===== src/rtl/psu_pkg.sv =====
`default_nettype none

package psu_pkg;

	localparam int MAX_ROW_BYTES_DEF = 4096;
	localparam int MAX_BPP_DEF       = 8;

	localparam int CFG_IDX_W  = 2;
	localparam int CFG_DATA_W = 16;
	localparam int BPP_W      = 4;
	localparam int ROWB_W     = 13;
	localparam int ROWS_W     = 16;

	localparam logic [CFG_IDX_W-1:0] CFG_BPP       = 2'd0;
	localparam logic [CFG_IDX_W-1:0] CFG_ROW_BYTES = 2'd1;
	localparam logic [CFG_IDX_W-1:0] CFG_IMG_ROWS  = 2'd2;

	// Filter type as it appears in the filter byte; other codes act as None.
	typedef enum logic [7:0] {
		FLT_NONE  = 8'd0,
		FLT_SUB   = 8'd1,
		FLT_UP    = 8'd2,
		FLT_AVG   = 8'd3,
		FLT_PAETH = 8'd4
	} filt_t;

	typedef struct packed {
		logic [7:0] data;
		filt_t      filter;
		logic       first_row;
		logic       has_left;
		logic       last_col;
		logic       last_row;
	} item_t;

	function automatic logic [7:0] paeth(input logic [7:0] a, input logic [7:0] b,
		input logic [7:0] c);
		logic signed [9:0] da;
		logic signed [9:0] db;
		logic signed [9:0] dsum;
		logic [9:0] pa;
		logic [9:0] pb;
		logic [9:0] pc;
		logic [7:0] res;
		da   = $signed({2'b00, a}) - $signed({2'b00, c});
		db   = $signed({2'b00, b}) - $signed({2'b00, c});
		dsum = da + db;
		// Distances from p = a + b - c to a, b and c.
		pa = db[9] ? 10'(-db) : 10'(db);
		pb = da[9] ? 10'(-da) : 10'(da);
		pc = dsum[9] ? 10'(-dsum) : 10'(dsum);
		if (pa <= pb && pa <= pc) begin
			res = a;
		end else if (pb <= pc) begin
			res = b;
		end else begin
			res = c;
		end
		return res;
	endfunction

endpackage

`default_nettype wire


===== src/rtl/psu_ctrl.sv =====
`default_nettype none

module psu_ctrl #(
	parameter int MAX_ROW_BYTES = psu_pkg::MAX_ROW_BYTES_DEF,
	parameter int MAX_BPP       = psu_pkg::MAX_BPP_DEF,
	localparam int IDXW = $clog2(MAX_ROW_BYTES),
	localparam int HW   = (MAX_BPP > 1) ? $clog2(MAX_BPP) : 1
) (
	input  wire logic                            clk,
	input  wire logic                            arst_n,
	input  wire logic                            cfg_wen,
	input  wire logic [psu_pkg::CFG_IDX_W-1:0]   cfg_index,
	input  wire logic [psu_pkg::CFG_DATA_W-1:0]  cfg_wdata,
	input  wire logic                            s_tvalid,
	input  wire logic [7:0]                      s_tdata,
	input  wire logic                            s_tuser,
	input  wire logic                            adv,
	output logic                                 s_tready,
	output logic                                 rd_en,
	output logic      [IDXW-1:0]                 rd_addr,
	output logic                                 s1_valid,
	output psu_pkg::item_t                       item_s1,
	output logic      [IDXW-1:0]                 idx_s1,
	output logic      [HW-1:0]                   tap_sel
);

	localparam int COLW = $clog2(MAX_ROW_BYTES + 1);
	localparam int RBW  = (COLW > psu_pkg::ROWB_W) ? COLW : psu_pkg::ROWB_W;

	logic [psu_pkg::BPP_W-1:0]  bpp_q;
	logic [psu_pkg::ROWB_W-1:0] row_bytes_q;
	logic [psu_pkg::ROWS_W-1:0] image_rows_q;

	logic [COLW-1:0]            col_q;
	logic [psu_pkg::ROWS_W-1:0] row_q;
	logic                       first_row_q;
	psu_pkg::filt_t             filter_q;

	logic [psu_pkg::BPP_W-1:0]  bpp_eff;
	logic [RBW-1:0]             rb_ext;
	logic [RBW-1:0]             rb_eff;
	logic [psu_pkg::ROWS_W-1:0] rows_eff;
	logic                       accept;
	logic [COLW-1:0]            col_cur;
	logic [psu_pkg::ROWS_W-1:0] row_cur;
	logic                       fr_cur;
	logic                       is_filter;
	logic [COLW-1:0]            idx_full;
	logic [IDXW-1:0]            idx;
	logic                       last_col;
	logic                       last_row;
	logic                       has_left;

	always_ff @(posedge clk or negedge arst_n) begin
		if (!arst_n) begin
			bpp_q        <= psu_pkg::BPP_W'(1);
			row_bytes_q  <= psu_pkg::ROWB_W'(1);
			image_rows_q <= psu_pkg::ROWS_W'(1);
		end else if (cfg_wen) begin
			unique case (cfg_index)
				psu_pkg::CFG_BPP:       bpp_q        <= cfg_wdata[psu_pkg::BPP_W-1:0];
				psu_pkg::CFG_ROW_BYTES: row_bytes_q  <= cfg_wdata[psu_pkg::ROWB_W-1:0];
				psu_pkg::CFG_IMG_ROWS:  image_rows_q <= cfg_wdata[psu_pkg::ROWS_W-1:0];
				default: ;
			endcase
		end
	end

	always_comb begin
		if (bpp_q == '0) begin
			bpp_eff = psu_pkg::BPP_W'(1);
		end else if (bpp_q > psu_pkg::BPP_W'(MAX_BPP)) begin
			bpp_eff = psu_pkg::BPP_W'(MAX_BPP);
		end else begin
			bpp_eff = bpp_q;
		end
		rb_ext = RBW'(row_bytes_q);
		if (rb_ext == '0) begin
			rb_eff = RBW'(1);
		end else if (rb_ext > RBW'(MAX_ROW_BYTES)) begin
			rb_eff = RBW'(MAX_ROW_BYTES);
		end else begin
			rb_eff = rb_ext;
		end
		rows_eff = (image_rows_q == '0) ? psu_pkg::ROWS_W'(1) : image_rows_q;
	end

	assign tap_sel  = HW'(bpp_eff - psu_pkg::BPP_W'(1));
	assign s_tready = adv;
	assign accept   = s_tvalid && adv;

	// An image start forces the counters back to the first filter byte.
	assign col_cur   = s_tuser ? '0 : col_q;
	assign row_cur   = s_tuser ? '0 : row_q;
	assign fr_cur    = s_tuser ? 1'b1 : first_row_q;
	assign is_filter = (col_cur == '0);
	assign idx_full  = col_cur - COLW'(1);
	assign idx       = idx_full[IDXW-1:0];
	assign last_col  = RBW'(idx) >= (rb_eff - RBW'(1));
	assign last_row  = last_col && (row_cur >= (rows_eff - psu_pkg::ROWS_W'(1)));
	assign has_left  = idx >= IDXW'(bpp_eff);

	assign rd_en   = accept && !is_filter;
	assign rd_addr = idx;

	always_ff @(posedge clk or negedge arst_n) begin
		if (!arst_n) begin
			col_q       <= '0;
			row_q       <= '0;
			first_row_q <= 1'b1;
			filter_q    <= psu_pkg::FLT_NONE;
		end else if (accept) begin
			if (is_filter) begin
				filter_q    <= psu_pkg::filt_t'(s_tdata);
				col_q       <= COLW'(1);
				row_q       <= row_cur;
				first_row_q <= fr_cur;
			end else if (last_col) begin
				col_q <= '0;
				if (last_row) begin
					row_q       <= '0;
					first_row_q <= 1'b1;
				end else begin
					row_q       <= row_cur + psu_pkg::ROWS_W'(1);
					first_row_q <= 1'b0;
				end
			end else begin
				col_q       <= col_cur + COLW'(1);
				row_q       <= row_cur;
				first_row_q <= fr_cur;
			end
		end
	end

	always_ff @(posedge clk or negedge arst_n) begin
		if (!arst_n) begin
			s1_valid <= 1'b0;
		end else if (adv) begin
			s1_valid <= rd_en;
		end
	end

	always_ff @(posedge clk) begin
		if (rd_en) begin
			item_s1.data      <= s_tdata;
			item_s1.filter    <= filter_q;
			item_s1.first_row <= fr_cur;
			item_s1.has_left  <= has_left;
			item_s1.last_col  <= last_col;
			item_s1.last_row  <= last_row;
			idx_s1            <= idx;
		end
	end

endmodule

`default_nettype wire


===== config.mk =====
export PLATFORM = sky130hd
export DESIGN_NAME = psu_ctrl
export DESIGN_NICKNAME = d
export VERILOG_FILES = /design/src/rtl/psu_pkg.sv /design/src/rtl/psu_ctrl.sv
export SDC_FILE = /design/constraint.sdc
export NUM_CORES = 1
export LEC_CHECK = 0
export ABC_AREA = 1
export BUFFER_PORTS_ARGS = -buffer_cell sky130_fd_sc_hd__buf_2
export CAP_MARGIN = 40
export CORE_MARGIN = 8
export CORE_UTILIZATION = 45
export CTS_BUF_LIST = sky130_fd_sc_hd__clkbuf_16
export DETAILED_ROUTE_END_ITERATION = 10
export PLACE_DENSITY = 0.67
export SLEW_MARGIN = 20
export SYNTH_ARGS = -nofsm -noshare
export SYNTH_HDL_FRONTEND = slang
export SYNTH_SLANG_ARGS = --single-unit

===== constraint.sdc =====
create_clock -name clk -period 3.1 [get_ports clk]
set_input_delay 0.155 -clock clk [delete_from_list [all_inputs] [get_ports clk]]
set_output_delay 0.155 -clock clk [all_outputs]
set_load 0.02 [all_outputs]

==> summary.md <==
| Metric | Value |
|---|---|
| Status | finished, violations left |
| Failing checks | negative setup slack |
| Setup violators final | 30 |
| Worst path max stage delay | around 530 ps |
| Final worst slack | -160 ps |
| Deepest clock path buffer count | 2 |
| XOR/XNOR share of the synthesized area | 4.51% |
| P_int | between 3 and 4 mW |
| Kind of critical path | reg2reg |
| Register Area | roughly 2800 um2 |
| FF+latch count, synth | 104 |
| Fill count | 1193 |
| Hold WS | 12.4 ps |
| Post-Synthesis Cell Area | 6400 um2 |
| Syn-to-layout area delta | 34.0% |
| Inserted Diodes | 0 |
| Lkg Pwr | 4.05 nW |
| Synth unique cells | 46 |
| Width of the die | 135 um |
| Post-Syn Nets | 856 |
| Drt total wl | 16500 um |
| Tmin final | 3260 ps |
| Pre-CTS WS | -209 ps |
| Vias in the first global route | between 5k and 6k |
| Post-synth EDFFs | 32 |
| Slew @ Worst Pin | 778 ps |
| Post-layout util | 61.8% |
| Remaining DRCs | 0 |
| DR iter-0 viols | 408 |
| Worst VDD drop | 0.410 mV |
| Setup TNS | -3020 ps |
| RSZ-0062 raised after global routing | yes |
| Post-synth top area share | 26.6% |
| Initial antenna violation count | 0 |
| Crit-path max FO | 6 |
| Clk sinks | 104 |
| Switching fraction of total power | 38.8% |
| Synth warn | 0 |
| Cts bufs inserted | 9 |
| Slew HR | a little under half |
| Worst EP arrival | 3520 ps |
| Slowest-stage cell, CP | dfstp_2 |
| Net count, final | 1029 |
| Startpoint Class | flop |
| Die Span Y | 135 um |
| Largest net degree at the start of global routing | 40 |
| DR vias/cell | 4.99 |
| Overall Power | 5.68 mW |
| Share of power burned in registers | 31.2% |
| Crit path capture type | flop |
| NetSw | 2.20 mW |
| CTS root buffer | clkbuf_16 |
| Power density over the cells | 662 nW/um2 |
| Final Max Slew Viols | 0 |
| IO Pins | 82 |
| Port Buffer Count | between 80 and 90 |
| Top cells by area, synth | dfrtp_1, edfxtp_1, nand2_1, ha_1, inv_1 |
| Synth Instances | 785 |
| Simple-gate portion of the synthesized area | 25.6% |
| Clock share of power | 20.8% |
| Period utilization | 105% |
| Area leader, netlist | dfrtp_1 |
| Row Count | 43 |
| Synth cell count leaders | nand2_1, inv_1, nor2_1 |
| Worst min path class | in2reg |
| GR Overflow Total | 0 |
| Fraction of layout cells with a size suffix above 1 | 33.3% |
| Gr usage total | 18.2% |
| Avg Inst Size Synth | 8.16 um2 |
| ANT nets after route | 0 |
| Top FF cell, synth | dfrtp_1 |
| Core ar. | 13900 um2 |
| Clk Latency, worst-skew pair | 360 ps |
| Data required time of the worst path | 3360 ps |
| Most used cell, CP | nand2_1 |
| Compound-gate portion of the synthesized area | a little under 8% |
| Detailed-route via count | 5703 |
| Clock-pin slew on the worst setup and hold paths | approximately 70 ps |
| Combinational share of power | 48.1% |
| Post-synthesis sequential area ratio | between 40% and 50% |
| First-pass GRT wire length | around 27000 um |
| CTS tree | yes |
| Detailed Routing Iterations Pass 1 | 5 |
| Post-Synth Adder-Cell Area | 7.62% |
| H-tree Lvls | 3 |
| Count leader, synth | nand2_1 |
| Starting Density | 46.1% |
| Die area | 18300 um2 |
| Mux contribution to synthesized area | 1.93% |
| Final setup skew | 7.88 ps |
| DP HPWL | 12000 um |
| Max cap viols | 0 |
| Area of the multi-input gates | 3500 um2 |
| Average wire per standard cell | 14.4 um |
| Hold Vio Cnt, Final | 0 |
| Main combinational cell family by area after synthesis | simple AND/OR/NAND/NOR gates |
| Final GP Congestion | roughly 0.82 |
| FFs w/ async S/R, synth | 69.2% |
| Achievable Freq | between 0.3 and 0.4 GHz |
metal layers:
metal / part of all wire (%) / vias to the layer above / global-route usage, %
met3: 6.3 / 32 / 4.04
met1: 45 / 2632 / 24.0
li1: - / 2870 / -
met5: 0 / - / 0
met2: 46 / 169 / 28.8
met4: 2.4 / 0 / 6.17
critical path: cells and delay by family (launching register included):
kind | cells | cell delay [ps]
buffers and inverters | 2 | 260
adders and majority gates | 2 | 540
xor gates and xnor gates | 1 | 150
AOI/OAI and AO/OA | 1 | 170
and+or+nand+nor | 22 | 1510
DFF | 1 | 530
cell type report:
type | count | area share (%)
multi-input cells | 535 | 40.8
repair inverters | 1 | 0.190
clock buffers | 9 | 2.63
well taps | 180 | 2.63
inverters | 131 | 6.02
clock inverters | 7 | 0.904
flip-flops and latches | 104 | 32.3
repair buffers | 176 | 14.6
timing repair:
item                                    4_1_cts  5_1_grt
cloned                                        2        0
resized for setup                            36       59
buffers inserted                              2        6
endpoints found under the hold margin        38        0
pin swaps                                    22       53
endpoints found under the setup margin       32       32
hold buffers                                  9        0
per-stage QoR:
step | instances | area, um2
after floorplan | 785 | 6550
final | 1143 | 8580
after global routing | 1143 | 8580
after detailed placement | 1109 | 7720
after CTS | 1138 | 8290
after global placement | 1107 | 7690
registers in the layout (all words and copies together), names as in the netlist:
register      cells
rb_ext           13
col_q            13
first_row_q       1
idx_s1           12
s1_valid          1
filter_q          8
item_s1          20
bpp_q             4
row_q            16
image_rows_q     16
kinds of logic after synthesis:
group,after synthesis
buf+inv,146
compound gates,90
flops,104
fa+ha+maj,39
simple gates,362
xor+xnor,33
mux,11
final timing paths:
| check | startpoint | cells after the start | endpoint | slack, ps |
|---|---|---|---|---|
| max | rb_ext[0]$_DFFE_PN1P_ | 28 | row_q[15]$_DFFE_PN0P_ | -160 |
| min | adv | 2 | s1_valid$_DFFE_PN0P_ | 10 |
| max reg2reg | rb_ext[0]$_DFFE_PN1P_ | 28 | row_q[15]$_DFFE_PN0P_ | -160 |
| min reg2reg | filter_q[0]$_DFFE_PN0P_ | 0 | item_s1[4]$_DFFE_PP_ | 440 |
| max in group asynchronous | arst_n | 3 | first_row_q$_DFFE_PN1P_ | 2190 |
| min in group asynchronous | arst_n | 2 | image_rows_q[15]$_DFFE_PN0P_ | 280 |
placed cells by master (no fill, tap or decap), types with 6 or more instances in the layout:
cell type,Yosys,layout
nand2_1,171,157
inv_1,119,109
buf_2,2,80
nor2_1,93,77
buf_4,1,77
dfrtp_1,68,68
o21ai_0,50,44
ha_1,39,34
edfxtp_1,32,32
nand3_1,47,25
nand3_2,2,21
xor2_1,21,18
nand2_2,7,17
inv_2,9,15
nor2_4,4,13
nand4_1,12,12
xnor2_1,12,11
a21oi_1,15,11
nor2_2,3,10
mux2_2,9,9
clkbuf_16,0,9
dlygate4sd3_1,0,9
nor3_1,7,7
o21ai_1,4,7
o22ai_1,9,6
buf_12,0,6
power by group through the flow:
stage / Combinational (mW) / Clock [mW] / Sequential (mW)
global route: 3.01 / 1.25 / 1.80
finish: 2.73 / 1.18 / 1.77
detailed placement: 2.40 / 0 / 1.79
CTS: 2.57 / 1.20 / 1.77
floorplan: 1.36 / 0 / 1.87
global placement: 2.37 / 0 / 1.78
No activity file was read; power rests on OpenSTA's default activity.
