===== config.mk =====
export PLATFORM = sky130hd
export DESIGN_NAME = psu_recon
export DESIGN_NICKNAME = d
export VERILOG_FILES = /design/src/rtl/psu_pkg.sv /design/src/rtl/psu_recon.sv
export SDC_FILE = /design/constraint.sdc
export NUM_CORES = 1
export LEC_CHECK = 0
export ABC_AREA = 1
export BUFFER_PORTS_ARGS = -buffer_cell sky130_fd_sc_hd__buf_2
export CAP_MARGIN = 20
export CORE_ASPECT_RATIO = 0.75
export CORE_MARGIN = 1.5
export CORE_UTILIZATION = 57
export CTS_BUF_LIST = sky130_fd_sc_hd__clkbuf_2 sky130_fd_sc_hd__clkbuf_4 sky130_fd_sc_hd__clkbuf_8
export DETAILED_ROUTE_END_ITERATION = 8
export PLACE_DENSITY_LB_ADDON = 0.25
export SKIP_LAST_GASP = 1
export SLEW_MARGIN = 40
export SYNTH_ARGS = -nofsm -noshare
export SYNTH_HDL_FRONTEND = slang
export SYNTH_SLANG_ARGS = --single-unit

===== constraint.sdc =====
create_clock -name clk -period 8.6 [get_ports clk]
set_input_delay 0.86 -clock clk [delete_from_list [all_inputs] [get_ports clk]]
set_output_delay 0.86 -clock clk [all_outputs]
set_load 0.01 [all_outputs]

===== src/rtl/psu_pkg.sv =====
`default_nettype none

package psu_pkg;

	localparam int MAX_ROW_BYTES_DEF = 4096;
	localparam int MAX_BPP_DEF       = 8;

	localparam int CFG_IDX_W  = 2;
	localparam int CFG_DATA_W = 16;
	localparam int BPP_W      = 4;
	localparam int ROWB_W     = 13;
	localparam int ROWS_W     = 16;

	localparam logic [CFG_IDX_W-1:0] CFG_BPP       = 2'd0;
	localparam logic [CFG_IDX_W-1:0] CFG_ROW_BYTES = 2'd1;
	localparam logic [CFG_IDX_W-1:0] CFG_IMG_ROWS  = 2'd2;

	// Filter type as it appears in the filter byte; other codes act as None.
	typedef enum logic [7:0] {
		FLT_NONE  = 8'd0,
		FLT_SUB   = 8'd1,
		FLT_UP    = 8'd2,
		FLT_AVG   = 8'd3,
		FLT_PAETH = 8'd4
	} filt_t;

	typedef struct packed {
		logic [7:0] data;
		filt_t      filter;
		logic       first_row;
		logic       has_left;
		logic       last_col;
		logic       last_row;
	} item_t;

	function automatic logic [7:0] paeth(input logic [7:0] a, input logic [7:0] b,
		input logic [7:0] c);
		logic signed [9:0] da;
		logic signed [9:0] db;
		logic signed [9:0] dsum;
		logic [9:0] pa;
		logic [9:0] pb;
		logic [9:0] pc;
		logic [7:0] res;
		da   = $signed({2'b00, a}) - $signed({2'b00, c});
		db   = $signed({2'b00, b}) - $signed({2'b00, c});
		dsum = da + db;
		// Distances from p = a + b - c to a, b and c.
		pa = db[9] ? 10'(-db) : 10'(db);
		pb = da[9] ? 10'(-da) : 10'(da);
		pc = dsum[9] ? 10'(-dsum) : 10'(dsum);
		if (pa <= pb && pa <= pc) begin
			res = a;
		end else if (pb <= pc) begin
			res = b;
		end else begin
			res = c;
		end
		return res;
	endfunction

endpackage

`default_nettype wire


===== src/rtl/psu_recon.sv =====
`default_nettype none

module psu_recon #(
	parameter int MAX_ROW_BYTES = psu_pkg::MAX_ROW_BYTES_DEF,
	parameter int MAX_BPP       = psu_pkg::MAX_BPP_DEF,
	localparam int IDXW = $clog2(MAX_ROW_BYTES),
	localparam int HW   = (MAX_BPP > 1) ? $clog2(MAX_BPP) : 1
) (
	input  wire logic              clk,
	input  wire logic              arst_n,
	input  wire logic              s1_valid,
	input  wire psu_pkg::item_t    item_s1,
	input  wire logic [IDXW-1:0]   idx_s1,
	input  wire logic [HW-1:0]     tap_sel,
	input  wire logic [7:0]        rd_data,
	input  wire logic              m_tready,
	output logic                   adv,
	output logic                   wr_en,
	output logic      [IDXW-1:0]   wr_addr,
	output logic      [7:0]        wr_data,
	output logic                   m_tvalid,
	output logic      [7:0]        m_tdata,
	output logic                   m_tlast,
	output logic                   m_tuser
);

	// Last reconstructed bytes and last above bytes of the row, newest first.
	logic [7:0] left_q [MAX_BPP];
	logic [7:0] upleft_q [MAX_BPP];

	logic       out_free;
	logic [7:0] a;
	logic [7:0] b;
	logic [7:0] c;
	logic [8:0] avg_sum;
	logic [7:0] pred;
	logic [7:0] recon;

	assign out_free = !m_tvalid || m_tready;
	assign adv      = !s1_valid || out_free;

	// Before the first full pixel of a row the left-side bytes are zero, so the
	// histories never need clearing between rows.
	assign b = item_s1.first_row ? 8'd0 : rd_data;
	assign a = item_s1.has_left ? left_q[tap_sel] : 8'd0;
	assign c = (item_s1.has_left && !item_s1.first_row) ? upleft_q[tap_sel] : 8'd0;
	assign avg_sum = {1'b0, a} + {1'b0, b};

	always_comb begin
		case (item_s1.filter)
			psu_pkg::FLT_SUB:   pred = a;
			psu_pkg::FLT_UP:    pred = b;
			psu_pkg::FLT_AVG:   pred = avg_sum[8:1];
			psu_pkg::FLT_PAETH: pred = psu_pkg::paeth(a, b, c);
			default:            pred = 8'd0;
		endcase
	end

	assign recon   = item_s1.data + pred;
	assign wr_en   = s1_valid && adv;
	assign wr_addr = idx_s1;
	assign wr_data = recon;

	always_ff @(posedge clk or negedge arst_n) begin
		if (!arst_n) begin
			for (int k = 0; k < MAX_BPP; k++) begin
				left_q[k]   <= 8'd0;
				upleft_q[k] <= 8'd0;
			end
		end else if (wr_en) begin
			for (int k = MAX_BPP - 1; k > 0; k--) begin
				left_q[k]   <= left_q[k-1];
				upleft_q[k] <= upleft_q[k-1];
			end
			left_q[0]   <= recon;
			upleft_q[0] <= b;
		end
	end

	always_ff @(posedge clk or negedge arst_n) begin
		if (!arst_n) begin
			m_tvalid <= 1'b0;
		end else if (out_free) begin
			m_tvalid <= s1_valid;
		end
	end

	always_ff @(posedge clk) begin
		if (wr_en) begin
			m_tdata <= recon;
			m_tlast <= item_s1.last_col;
			m_tuser <= item_s1.last_row;
		end
	end

endmodule

`default_nettype wire


==> results of run 1 <==
## cells in the final DEF (no fill, tap or decap), types with 6 or more instances in the layout
cell type / synthesis / layout
sky130_fd_sc_hd__a21oi_2: 1 / 9
sky130_fd_sc_hd__dfrtp_1: 129 / 129
sky130_fd_sc_hd__xor2_1: 24 / 23
sky130_fd_sc_hd__buf_6: 2 / 6
sky130_fd_sc_hd__buf_4: 14 / 60
sky130_fd_sc_hd__edfxtp_1: 10 / 10
sky130_fd_sc_hd__inv_2: 8 / 13
sky130_fd_sc_hd__nand2_2: 11 / 23
sky130_fd_sc_hd__inv_1: 206 / 197
sky130_fd_sc_hd__o21bai_1: 8 / 6
sky130_fd_sc_hd__nor3_1: 8 / 8
sky130_fd_sc_hd__a21oi_1: 91 / 82
sky130_fd_sc_hd__nand3_2: 15 / 21
sky130_fd_sc_hd__ha_1: 69 / 57
sky130_fd_sc_hd__nor2_1: 32 / 31
sky130_fd_sc_hd__buf_2: 6 / 51
sky130_fd_sc_hd__o21ai_0: 211 / 200
sky130_fd_sc_hd__nand3_1: 84 / 76
sky130_fd_sc_hd__o21ai_1: 0 / 9
sky130_fd_sc_hd__nand2_1: 293 / 279
sky130_fd_sc_hd__o211ai_1: 6 / 6
sky130_fd_sc_hd__buf_12: 0 / 6
sky130_fd_sc_hd__ha_4: 0 / 10
sky130_fd_sc_hd__clkbuf_8: 0 / 18
## final cells by class
| type | count | area share |
|---|---|---|
| Multi-Input combinational cell | 917 | 0.477 |
| Sequential cell | 139 | 0.305 |
| Timing Repair Buffer | 131 | 0.0915 |
| Inverter | 214 | 0.0705 |
| Tap cell | 215 | 0.0233 |
| Clock buffer | 17 | 0.0202 |
| Clock inverter | 15 | 0.0120 |
| Antenna cell | 1 | 0.000216 |
## final timing paths
kind	startpoint	end	slack, ns	cells after the start
min in group clk	left_q[3]	left_q[3]	0.49	2
worst min-delay path	arst_n	upleft_q[8]	0.33	1
worst max register to register	upleft_q[8]	left_q[62]	1.51	46
worst min register to register	left_q[3]	left_q[3]	0.49	2
max in group asynchronous	arst_n	left_q[16]	7.22	2
worst max-delay path	tap_sel[0]	wr_data[7]	0.26	47
## flip-flops by register name, indices dropped and copies added, names as in the netlist
| signal | cells |
|---|---|
| m_tuser | 1 |
| m_tvalid | 1 |
| m_tlast | 1 |
| left_q | 64 |
| m_tdata | 8 |
| upleft_q | 64 |
## worst max-delay path, delay by kind of cell
kind / cells / cell delay, ns
adder cells (fa/ha/maj): 5 / 1.44
XOR/XNOR: 2 / 0.41
AND/OR/NAND/NOR: 11 / 1.13
AO/OA/AOI/OAI: 21 / 2.78
buffers and inverters: 8 / 0.83
## power by group through the flow
| stage | logic, uW | registers (uW) | clock network, uW |
|---|---|---|---|
| after floorplan | 959 | 855 | 0 |
| after global placement | 1240 | 870 | 0 |
| after detailed placement | 1270 | 872 | 0 |
| after CTS | 1280 | 862 | 511 |
| after global routing | 1730 | 881 | 541 |
| final | 1540 | 864 | 508 |
## cell families (layout without fill, tap and decap cells)
kind of cell | count (synthesis) | count (layout) | share of synthesized area
flip-flops | 139 | 139 | 0.361
AO/OA/AOI/OAI | 346 | 346 | 0.190
other | 2 | 5 | 0.000768
adder cells (fa/ha/maj) | 72 | 72 | 0.0944
buffers and inverters | 281 | 377 | 0.117
XOR/XNOR | 28 | 28 | 0.0251
AND/OR/NAND/NOR | 466 | 467 | 0.212
## timing repair
action / in CTS / in global routing
gates resized for setup: 3 / 101
pin swaps: 0 / 37
setup endpoints to repair: 3 / 7
cloned: 0 / 6
setup buffers: 0 / 15
## metrics by stage
stage / setup WS [ns] / area, sq um / power (uW) / utilization
3_3_place_gp: 0.0111 / 10500 / 2110 / 0.624
4_1_cts: 0.0296 / 10900 / 2650 / 0.647
2_1_floorplan: 0.0926 / 9790 / 1810 / -
3_5_place_dp: -0.0820 / 10500 / 2140 / 0.625
5_1_grt: -0.196 / 11600 / 3150 / 0.687
6_report: 0.262 / 11600 / 2910 / 0.687
## routing by layer
layer | GRT usage | vias to the layer above
met4 | 0.0904 | 0
met1 | 0.427 | 4313
met3 | 0.0564 | 52
met5 | 0 | -
met2 | 0.427 | 338
li1 | - | 4529
==> impl_metrics.csv, run 1 <==
group,metric,value,unit
status,result_of_the_run,"finished clean",
sta,slew_of_the_pin_with_the_lowest_slew_margin,0.708,ns
worst_hold_path,min_path_type,"in2async",
synth,fraction_of_registers_with_async_set_or_reset_after_synthesis,0.928,
job,maxCapViolCount,0,
clock_tree,cts_num_sinks,139,
power,ir_drop,0.121,mV
finish,layout.area.seq,3530,sq um
grt,grt_pass1_wl,40500,um
clock_tree,numCtsBuffers,17,
floorplanning,die_y,116,um
synth,post_synth_instance_area,9780,sq um
grt,initial_antenna_violation_count,1,
grt,grt_pass1_vias,8093,
floorplanning,core,16800,sq um
sta,report.final.hold_viol_count,0,
clock_tree,clk_latency,0.46,ns
finish,area_growth_syn_to_layout,18.2,%
detailed_routing,wl_met1,12100,um
grt,grt_max_degree,114,
detailed_routing,routed-via-count,9232,
sta,setup_viol,0,
synth,number_of_enable_flip_flop_cells_after_synthesis,10,
power,p_per_area,252,nW/um^2
placed_design,place.gp.congestion,0.927,
floorplanning,dieArea,18000,sq um
floorplanning,number_of_placement_rows,41,
detailed_routing,drt-pass1-iter-count,5,
clock_tree,cts_max_level,4,
synth,synth_sequential_area_ratio,0.361,
clock_tree,clk_pin_slew_worst_paths,0.08,ns
detailed_routing,antenna_left,0,
critical_path,critical-path-top-cell-by-count,"sky130_fd_sc_hd__a21oi_2",
critical_path,timing.setup.critical_path_class,"in2out",
floorplanning,die_x,154,um
synth,yosysWarningCount,0,
detailed_routing,drcViolationCount,0,
grt,groute.usage.overall,0.288,
synth,ys_top_cells_by_count,"sky130_fd_sc_hd__nand2_1, sky130_fd_sc_hd__o21ai_0, sky130_fd_sc_hd__inv_1",
detailed_routing,detail_route.wl_per_cell,15.9,um
synth,syn_area_per_cell,7.33,sq um
sta,hold_slack,0.329,ns
clock_tree,tritoncts_clock_tree,"done",
sta,timing.final.max_slew_violations,0,
power,static-leakage-power,0.00571,uW
placed_design,dpl.cell_count,1595,
finish,multi_input_area,5510,sq um
critical_path,timing.critical_path.to_type,"primary output",
sta,fin_crit_sh,0.970,
detailed_routing,detailroute.wirelength.met3,2250,um
placed_design,io_buffer_count,55,
sta,max-slew-margin-rel,0.528,
detailed_routing,post_drt_via_cell_ratio,5.60,
critical_path,critPathMaxStageDelay,0.40,ns
clock_tree,ctsHoldBuffers,0,
clock_tree,cts.path.max_buffers,2,
sta,rsz0062_at_grt,"true",
finish,proportion_of_layout_cells_with_a_drive_suffix_above_1,0.193,
sta,period_minus_slack,8.34,ns
finish,design.final.nets,1539,
finish,post_layout_nonfiller_instances,1649,
clock_tree,ctsRootBufferMaster,"sky130_fd_sc_hd__clkbuf_8",
detailed_routing,wl,26200,um
synth,synth_ff_type,"sky130_fd_sc_hd__dfrtp_1",
power,power.switching_fraction,0.442,
power,p_sw,1290,uW
power,proportion_of_power_drawn_by_flip_flops_and_latches,0.297,
critical_path,crit_path_top_delay_cell,"sky130_fd_sc_hd__fa_2",
detailed_routing,routed.top_layer,"met4",
sta,maxClockFrequency,120,MHz
synth,post_synth_main_area_contributors,"sky130_fd_sc_hd__dfrtp_1, sky130_fd_sc_hd__nand2_1, sky130_fd_sc_hd__o21ai_0, sky130_fd_sc_hd__ha_1, sky130_fd_sc_hd__inv_1",
sta,skew,0.0178,ns
finish,final.fill_count,1406,
synth,ys_ff_latch,139,
synth,syn-instance-count,1334,
detailed_routing,met2_routed_length,11200,um
critical_path,timing.critical_path.fanout_max,8,
synth,post_synth_num_cell_types,48,
critical_path,worstSetupStartpointType,"primary input",
critical_path,critical_path_arrival,7.48,ns
detailed_routing,dr.first_iter.drc_count,795,
power,p_clk_frac,0.174,
critical_path,crit_required,7.74,ns
power,p_int,1620,uW
grt,grt.overflow.total,0,
power,comb_power_share,0.529,
synth,synth.largest_area_cell,"sky130_fd_sc_hd__dfrtp_1",
floorplanning,initial_core_util,0.581,
floorplanning,floorplan.io_pins,80,
placed_design,detailedPlacementHpwl,18700,um
sta,fin_setup_tns,0,ns
synth,synthMostInstantiatedCell,"sky130_fd_sc_hd__nand2_1",
synth,post-synth-top-area-fraction,0.330,
Note: power is estimated with default switching activity, not from simulation.
==> inputs of run 2 (changes only) <==
==> constraint.sdc (replaced) <==
create_clock -name clk -period 6.9 [get_ports clk]
set_input_delay 0.69 -clock clk [delete_from_list [all_inputs] [get_ports clk]]
set_output_delay 0.69 -clock clk [all_outputs]
set_load 0.01 [all_outputs]
==> run 2 against run 1 <==
The run now ends with setup timing left. Total power up 53%. Die area unchanged. Count of clock-buffer cells in the layout unchanged. Critical endpoint unchanged.
==> impl_metrics.csv, run 2 (synthesis results as in run 1) <==
group,metric,value,unit
status,result_of_the_run,"complete, but fails checks",
floorplanning,die_x,154,um
clock_tree,tritoncts_clock_tree,"done",
critical_path,worst_r2r_path_depth,49,
critical_path,reg2reg_from,"upleft_q[8]",
floorplanning,initial_core_util,0.581,
power,static-leakage-power,0.00655,uW
floorplanning,floorplan.io_pins,80,
detailed_routing,dr.first_iter.drc_count,1152,
detailed_routing,drt-pass1-iter-count,6,
sta,skew,0.0102,ns
sta,maxClockFrequency,125,MHz
sta,max-slew-margin-rel,0.495,
finish,layout_commonest_cell,"sky130_fd_sc_hd__nand2_1",
critical_path,timing.critical_path.to_type,"primary output",
sta,hold_slack,0.217,ns
detailed_routing,post_drt_via_cell_ratio,5.63,
sta,period_minus_slack,8.03,ns
status,violations,"setup timing",
clock_tree,cts.path.max_buffers,2,
critical_path,worstSetupStartpointType,"primary input",
grt,grt_pass1_wl,46000,um
sta,setup_ws,-1.13,ns
power,p_per_area,338,nW/um^2
critical_path,timing.critical_path.fanout_max,9,
grt,grt.met2_usage,0.506,
critical_path,critical_path_arrival,7.34,ns
sta,slew_of_the_pin_with_the_lowest_slew_margin,0.757,ns
critical_path,critical_path.endpoint,"wr_data[7]",
critical_path,critical_path.startpoint,"tap_sel[0]",
detailed_routing,detail_route.wl_per_cell,16.7,um
detailed_routing,routed-via-count,10152,
grt,grt.overflow.total,0,
power,ir_drop,0.182,mV
floorplanning,dieArea,18000,sq um
sta,fin_crit_sh,1.16,
finish,layout.area.seq,3530,sq um
placed_design,place.gp.congestion,1.03,
floorplanning,core,16800,sq um
clock_tree,clk_pin_slew_worst_paths,0.08,ns
grt,groute.layer.met1.usage,0.454,
floorplanning,die_y,116,um
grt,initial_antenna_violation_count,0,
clock_tree,cts_num_sinks,139,
sta,setup_viol,13,
sta,rsz0062_at_grt,"true",
clock_tree,ctsRootBufferMaster,"sky130_fd_sc_hd__clkbuf_8",
critical_path,ff2ff_setup_slack,-0.16,ns
worst_hold_path,min_path_type,"in2async",
finish,most-common-layout-cells,"sky130_fd_sc_hd__nand2_1, sky130_fd_sc_hd__buf_4, sky130_fd_sc_hd__inv_1, sky130_fd_sc_hd__o21ai_0, sky130_fd_sc_hd__dfrtp_1",
critical_path,critPathMaxStageDelay,0.38,ns
finish,proportion_of_layout_cells_with_a_drive_suffix_above_1,0.311,
placed_design,postPlaceCellArea,11700,sq um
detailed_routing,wl,30000,um
clock_tree,clk_latency,0.44,ns
finish,final.fill_count,1095,
grt,grt_most_used_layer,"met2",
sta,timing.final.max_slew_violations,0,
placed_design,detailedPlacementHpwl,20800,um
grt,grt_max_degree,127,
finish,multi_input_area,5950,sq um
critical_path,crit_path_top_delay_cell,"sky130_fd_sc_hd__ha_1",
finish,antenna-diode-count,0,
floorplanning,number_of_placement_rows,41,
critical_path,crit_required,6.21,ns
job,maxCapViolCount,0,
sta,fin_setup_tns,-6.38,ns
placed_design,io_buffer_count,55,
finish,design.final.nets,1693,
clock_tree,numCtsBuffers,17,
finish,area_growth_syn_to_layout,34.8,%
sta,report.final.hold_viol_count,0,
detailed_routing,drcViolationCount,0,
grt,groute.usage.overall,0.325,
finish,reg_top3,"left_q x64, upleft_q x64, m_tdata x8",
detailed_routing,antenna_left,0,
grt,grt_util_met3,0.0731,
critical_path,r2r-end,"left_q[62]",
finish,final_cell_area,13200,sq um
clock_tree,cts_max_level,4,
placed_design,detailedPlace.worstSlack,-1.24,ns
critical_path,timing.setup.critical_path_class,"in2out",
grt,grt_pass1_vias,9329,
[run 2: changes by cell type in the layout (fill, tap and decap cells not counted), sizes merged]
cell and change:
diode -1, buf +160, clkbuf -6, inv +2
bufinv +3, clkinv -1, clkinvlp -4
[run 2: worst min-delay path by stage]
stage | from | end | slack, ns | depth (start not counted)
after floorplan | arst_n | left_q[0] | 0.39 | 0
after global placement | left_q[6] | left_q[6] | 0.46 | 2
after detailed placement | left_q[12] | left_q[12] | 0.47 | 2
after CTS | arst_n | upleft_q[52] | 0.22 | 1
after global routing | arst_n | upleft_q[44] | 0.25 | 1
final | arst_n | upleft_q[36] | 0.22 | 1
[run 2: final cells by class]
cell class / instances / share of cell area
clock buffer: 17 / 0.0178
inverter: 214 / 0.0621
clock inverter: 15 / 0.0160
tap: 215 / 0.0204
multi-input combinational: 917 / 0.452
timing repair buffer: 285 / 0.164
sequential: 139 / 0.268
[run 2: through the flow]
stage | utilization | total power, uW | std cells
after CTS | 0.755 | 4120 | 1790
after floorplan | - | 2360 | 1336
final | 0.783 | 4450 | 1802
after global routing | 0.783 | 4750 | 1802
after detailed placement | 0.696 | 3080 | 1739
after global placement | 0.695 | 3000 | 1739
[run 2: power breakdown]
part	total (uW)	leakage [uW]	switching, uW	internal, uW
Clock	746	0.000222	344	402
Combinational	2620	0.00455	1460	1160
Sequential	1080	0.00178	95.0	986
[run 2: per-layer routing]
metal | wire length (um) | share of wire
met1 | 13200 | 0.44
met5 | 0 | 0
met4 | 872 | 0.029
met2 | 13400 | 0.45
met3 | 2610 | 0.087
[run 2: worst max-delay path: cells and delay by family]
kind                       cells  cell delay, ns
AOI/OAI and AO/OA             15            2.03
xor gates and xnor gates       2            0.42
adders and majority gates      5            1.47
buffers and inverters         10            0.94
and+or+nand+nor               15            1.80
[run 2: what timing repair did]
action                     in CTS  in global routing
pin swaps                      44                 70
gates cloned                    1                  0
setup endpoints to repair      15                 20
gates resized for setup        94                 89
setup buffers                  19                 17
hold buffers                    0                  0
hold endpoints to repair        0                  0
==> inputs of run 3 (changes only) <==
--- a/config.mk
+++ b/config.mk
@@ -8,12 +8,15 @@
 export ABC_AREA = 1
 export BUFFER_PORTS_ARGS = -buffer_cell sky130_fd_sc_hd__buf_2
 export CAP_MARGIN = 20
+export CELL_PAD_IN_SITES_DETAIL_PLACEMENT = 1
+export CELL_PAD_IN_SITES_GLOBAL_PLACEMENT = 1
 export CORE_ASPECT_RATIO = 0.75
 export CORE_MARGIN = 1.5
-export CORE_UTILIZATION = 57
+export CORE_UTILIZATION = 42
 export CTS_BUF_LIST = sky130_fd_sc_hd__clkbuf_2 sky130_fd_sc_hd__clkbuf_4 sky130_fd_sc_hd__clkbuf_8
 export DETAILED_ROUTE_END_ITERATION = 8
 export PLACE_DENSITY_LB_ADDON = 0.25
+export RECOVER_POWER = 100
 export SKIP_LAST_GASP = 1
 export SLEW_MARGIN = 40
 export SYNTH_ARGS = -nofsm -noshare
==> run 3 against run 2 <==
Die area is 35% higher. Sequential power hardly changed. The flow finishes with violations (capacitance limit, slew limit, setup timing). Final area is 6.2% higher. Critical path depth is 2 higher.
==> impl_metrics.csv, run 3 (synthesis results as in run 1) <==
group,metric,value,unit
power,static-leakage-power,0.00683,uW
finish,area_growth_syn_to_layout,43.1,%
worst_hold_path,hold_path_end,"m_tlast",
critical_path,timing.critical_path.to_type,"primary output",
finish,final.fill_count,2775,
critical_path,r2r-end,"m_tdata[7]",
sta,period_minus_slack,8.98,ns
sta,maxClockFrequency,111,MHz
clock_tree,clk_pin_slew_worst_paths,0.07,ns
status,violations,"capacitance limit, slew limit, setup timing",
power,p_sw,2410,uW
worst_hold_path,whs_path_depth,1,
clock_tree,numCtsBuffers,17,
critical_path,critPathMaxStageDelay,0.46,ns
floorplanning,number_of_placement_rows,48,
clock_tree,cts_num_sinks,139,
floorplanning,dieArea,24200,sq um
critical_path,crit_required,6.21,ns
critical_path,reg2reg_from,"upleft_q[8]",
floorplanning,core,22900,sq um
floorplanning,initial_core_util,0.426,
power,finalPower,5050,uW
placed_design,place.gp.congestion,0.961,
floorplanning,floorplan.io_pins,80,
detailed_routing,drt-pass1-iter-count,5,
critical_path,ff2ff_setup_slack,-1.86,ns
placed_design,dpl.cell_count,1851,
critical_path,worstSetupStartpointType,"primary input",
placed_design,detailedPlace.worstSlack,-1.34,ns
finish,post_layout_nonfiller_instances,1942,
power,comb_power_share,0.645,
power,ir_drop,0.264,mV
critical_path,critical_path_arrival,8.29,ns
critical_path,worst_r2r_path_depth,54,
clock_tree,ctsRootBufferMaster,"sky130_fd_sc_hd__clkbuf_8",
finish,reg_top3,"left_q x64, upleft_q x64, m_tdata x8",
status,result_of_the_run,"complete, but fails checks",
power,proportion_of_power_drawn_by_flip_flops_and_latches,0.218,
worst_hold_path,min_path_type,"in2reg",
detailed_routing,drcViolationCount,0,
detailed_routing,dr.first_iter.drc_count,1180,
power,p_clk_frac,0.137,
detailed_routing,routed-via-count,11956,
critical_path,timing.setup.critical_path_class,"in2out",
floorplanning,die_y,135,um
grt,grt.overflow.total,0,
sta,setup_ws,-2.08,ns
floorplanning,die_x,179,um
sta,timing.final.max_slew_violations,404,
finish,design.final.nets,1748,
critical_path,crit_path_top_delay_cell,"sky130_fd_sc_hd__xor2_1",
clock_tree,ctsHoldBuffers,0,
finish,multi_input_area,6200,sq um
critical_path,timing.critical_path.fanout_max,7,
grt,groute.usage.overall,0.333,
detailed_routing,post_drt_via_cell_ratio,6.16,
detailed_routing,wl,51400,um
grt,grt_max_degree,127,
critical_path,critical_path.startpoint,"tap_sel[0]",
detailed_routing,detail_route.wl_per_cell,26.5,um
critical_path,cp_top_family,"compound AO/OA/AOI/OAI gates",
sta,max-slew-margin-rel,-1.33,
power,power.switching_fraction,0.477,
job,maxCapViolCount,5,
placed_design,io_buffer_count,55,
critical_path,critical_path.n_buffers_inverters,15,
power,p_per_area,361,nW/um^2
sta,report.final.hold_viol_count,0,
finish,proportion_of_layout_cells_with_a_drive_suffix_above_1,0.342,
finish,layout_commonest_cell,"sky130_fd_sc_hd__nand2_1",
worst_hold_path,min_from,"item_s1[1]",
sta,setup_viol,23,
sta,slew_of_the_pin_with_the_lowest_slew_margin,3.49,ns
detailed_routing,antenna_left,0,
grt,initial_antenna_violation_count,0,
sta,rsz0062_at_grt,"true",
clock_tree,cts_max_level,4,
grt,grt_pass1_wl,61400,um
placed_design,detailedPlacementHpwl,26200,um
finish,antenna-diode-count,0,
clock_tree,clk_latency,0.48,ns
grt,grt_pass1_vias,11412,
sta,skew,0.0210,ns
power,p_int,2640,uW
finish,most-common-layout-cells,"sky130_fd_sc_hd__nand2_1, sky130_fd_sc_hd__buf_4, sky130_fd_sc_hd__o21ai_0, sky130_fd_sc_hd__inv_1, sky130_fd_sc_hd__dfrtp_1",
sta,fin_crit_sh,1.30,
clock_tree,tritoncts_clock_tree,"done",
finish,layout.area.seq,3530,sq um
clock_tree,cts.path.max_buffers,2,
-- run 3: cell types whose count changed in the layout (fill, tap and decap cells not counted), moves of 9 or more --
| cell | change |
|---|---|
| sky130_fd_sc_hd__buf_4 | +46 |
| sky130_fd_sc_hd__buf_12 | +9 |
| sky130_fd_sc_hd__clkbuf_1 | +15 |
| sky130_fd_sc_hd__buf_2 | -16 |
-- run 3: worst max path at each step --
| stage | to | depth (start not counted) | slack [ns] |
|---|---|---|---|
| 2_1_floorplan | wr_data[7] | 50 | -0.51 |
| 3_3_place_gp | wr_data[7] | 52 | -1.11 |
| 3_5_place_dp | wr_data[7] | 48 | -1.34 |
| 4_1_cts | wr_data[7] | 49 | -0.91 |
| 5_1_grt | wr_data[7] | 49 | -2.53 |
| 6_report | wr_data[7] | 49 | -2.08 |
-- run 3: power by group through the flow --
| stage | combinational (uW) | sequential (uW) | clock, uW |
|---|---|---|---|
| floorplan | 1290 | 1070 | 0 |
| global placement | 2030 | 1080 | 0 |
| detailed placement | 2140 | 1090 | 0 |
| CTS | 2490 | 1080 | 671 |
| global route | 3410 | 1120 | 719 |
| finish | 3260 | 1100 | 690 |
-- run 3: routing by layer --
layer,global-route usage,share of wire,vias up
met1,0.431,0.38,5817
met5,0,0,-
met2,0.550,0.46,833
met4,0.129,0.077,0
met3,0.0657,0.085,363
li1,-,-,4943
-- run 3: timing repair --
action	CTS	global route
gates cloned	2	1
gates resized for setup	111	121
hold endpoints to repair	0	0
pin swaps	65	66
setup buffers	46	25
setup endpoints to repair	17	22
-- run 3: stage by stage --
step | hold WS [ns] | util | setup TNS, ns | cell area (sq um)
after global routing | 0.395 | 0.610 | -33.80 | 14000
after detailed placement | 0.473 | 0.529 | -14.85 | 12100
final | 0.400 | 0.610 | -24.69 | 14000
after global placement | 0.462 | 0.529 | -10.60 | 12100
after CTS | 0.197 | 0.581 | -5.09 | 13300
after floorplan | 0.394 | - | -1.29 | 10100
-- run 3: cell type report --
cell class	instances	share of cell area
multi-input combinational	917	0.443
sequential	139	0.252
timing repair buffer	340	0.192
inverter	214	0.0590
tap	300	0.0268
clock buffer	22	0.0212
clock inverter	10	0.00643
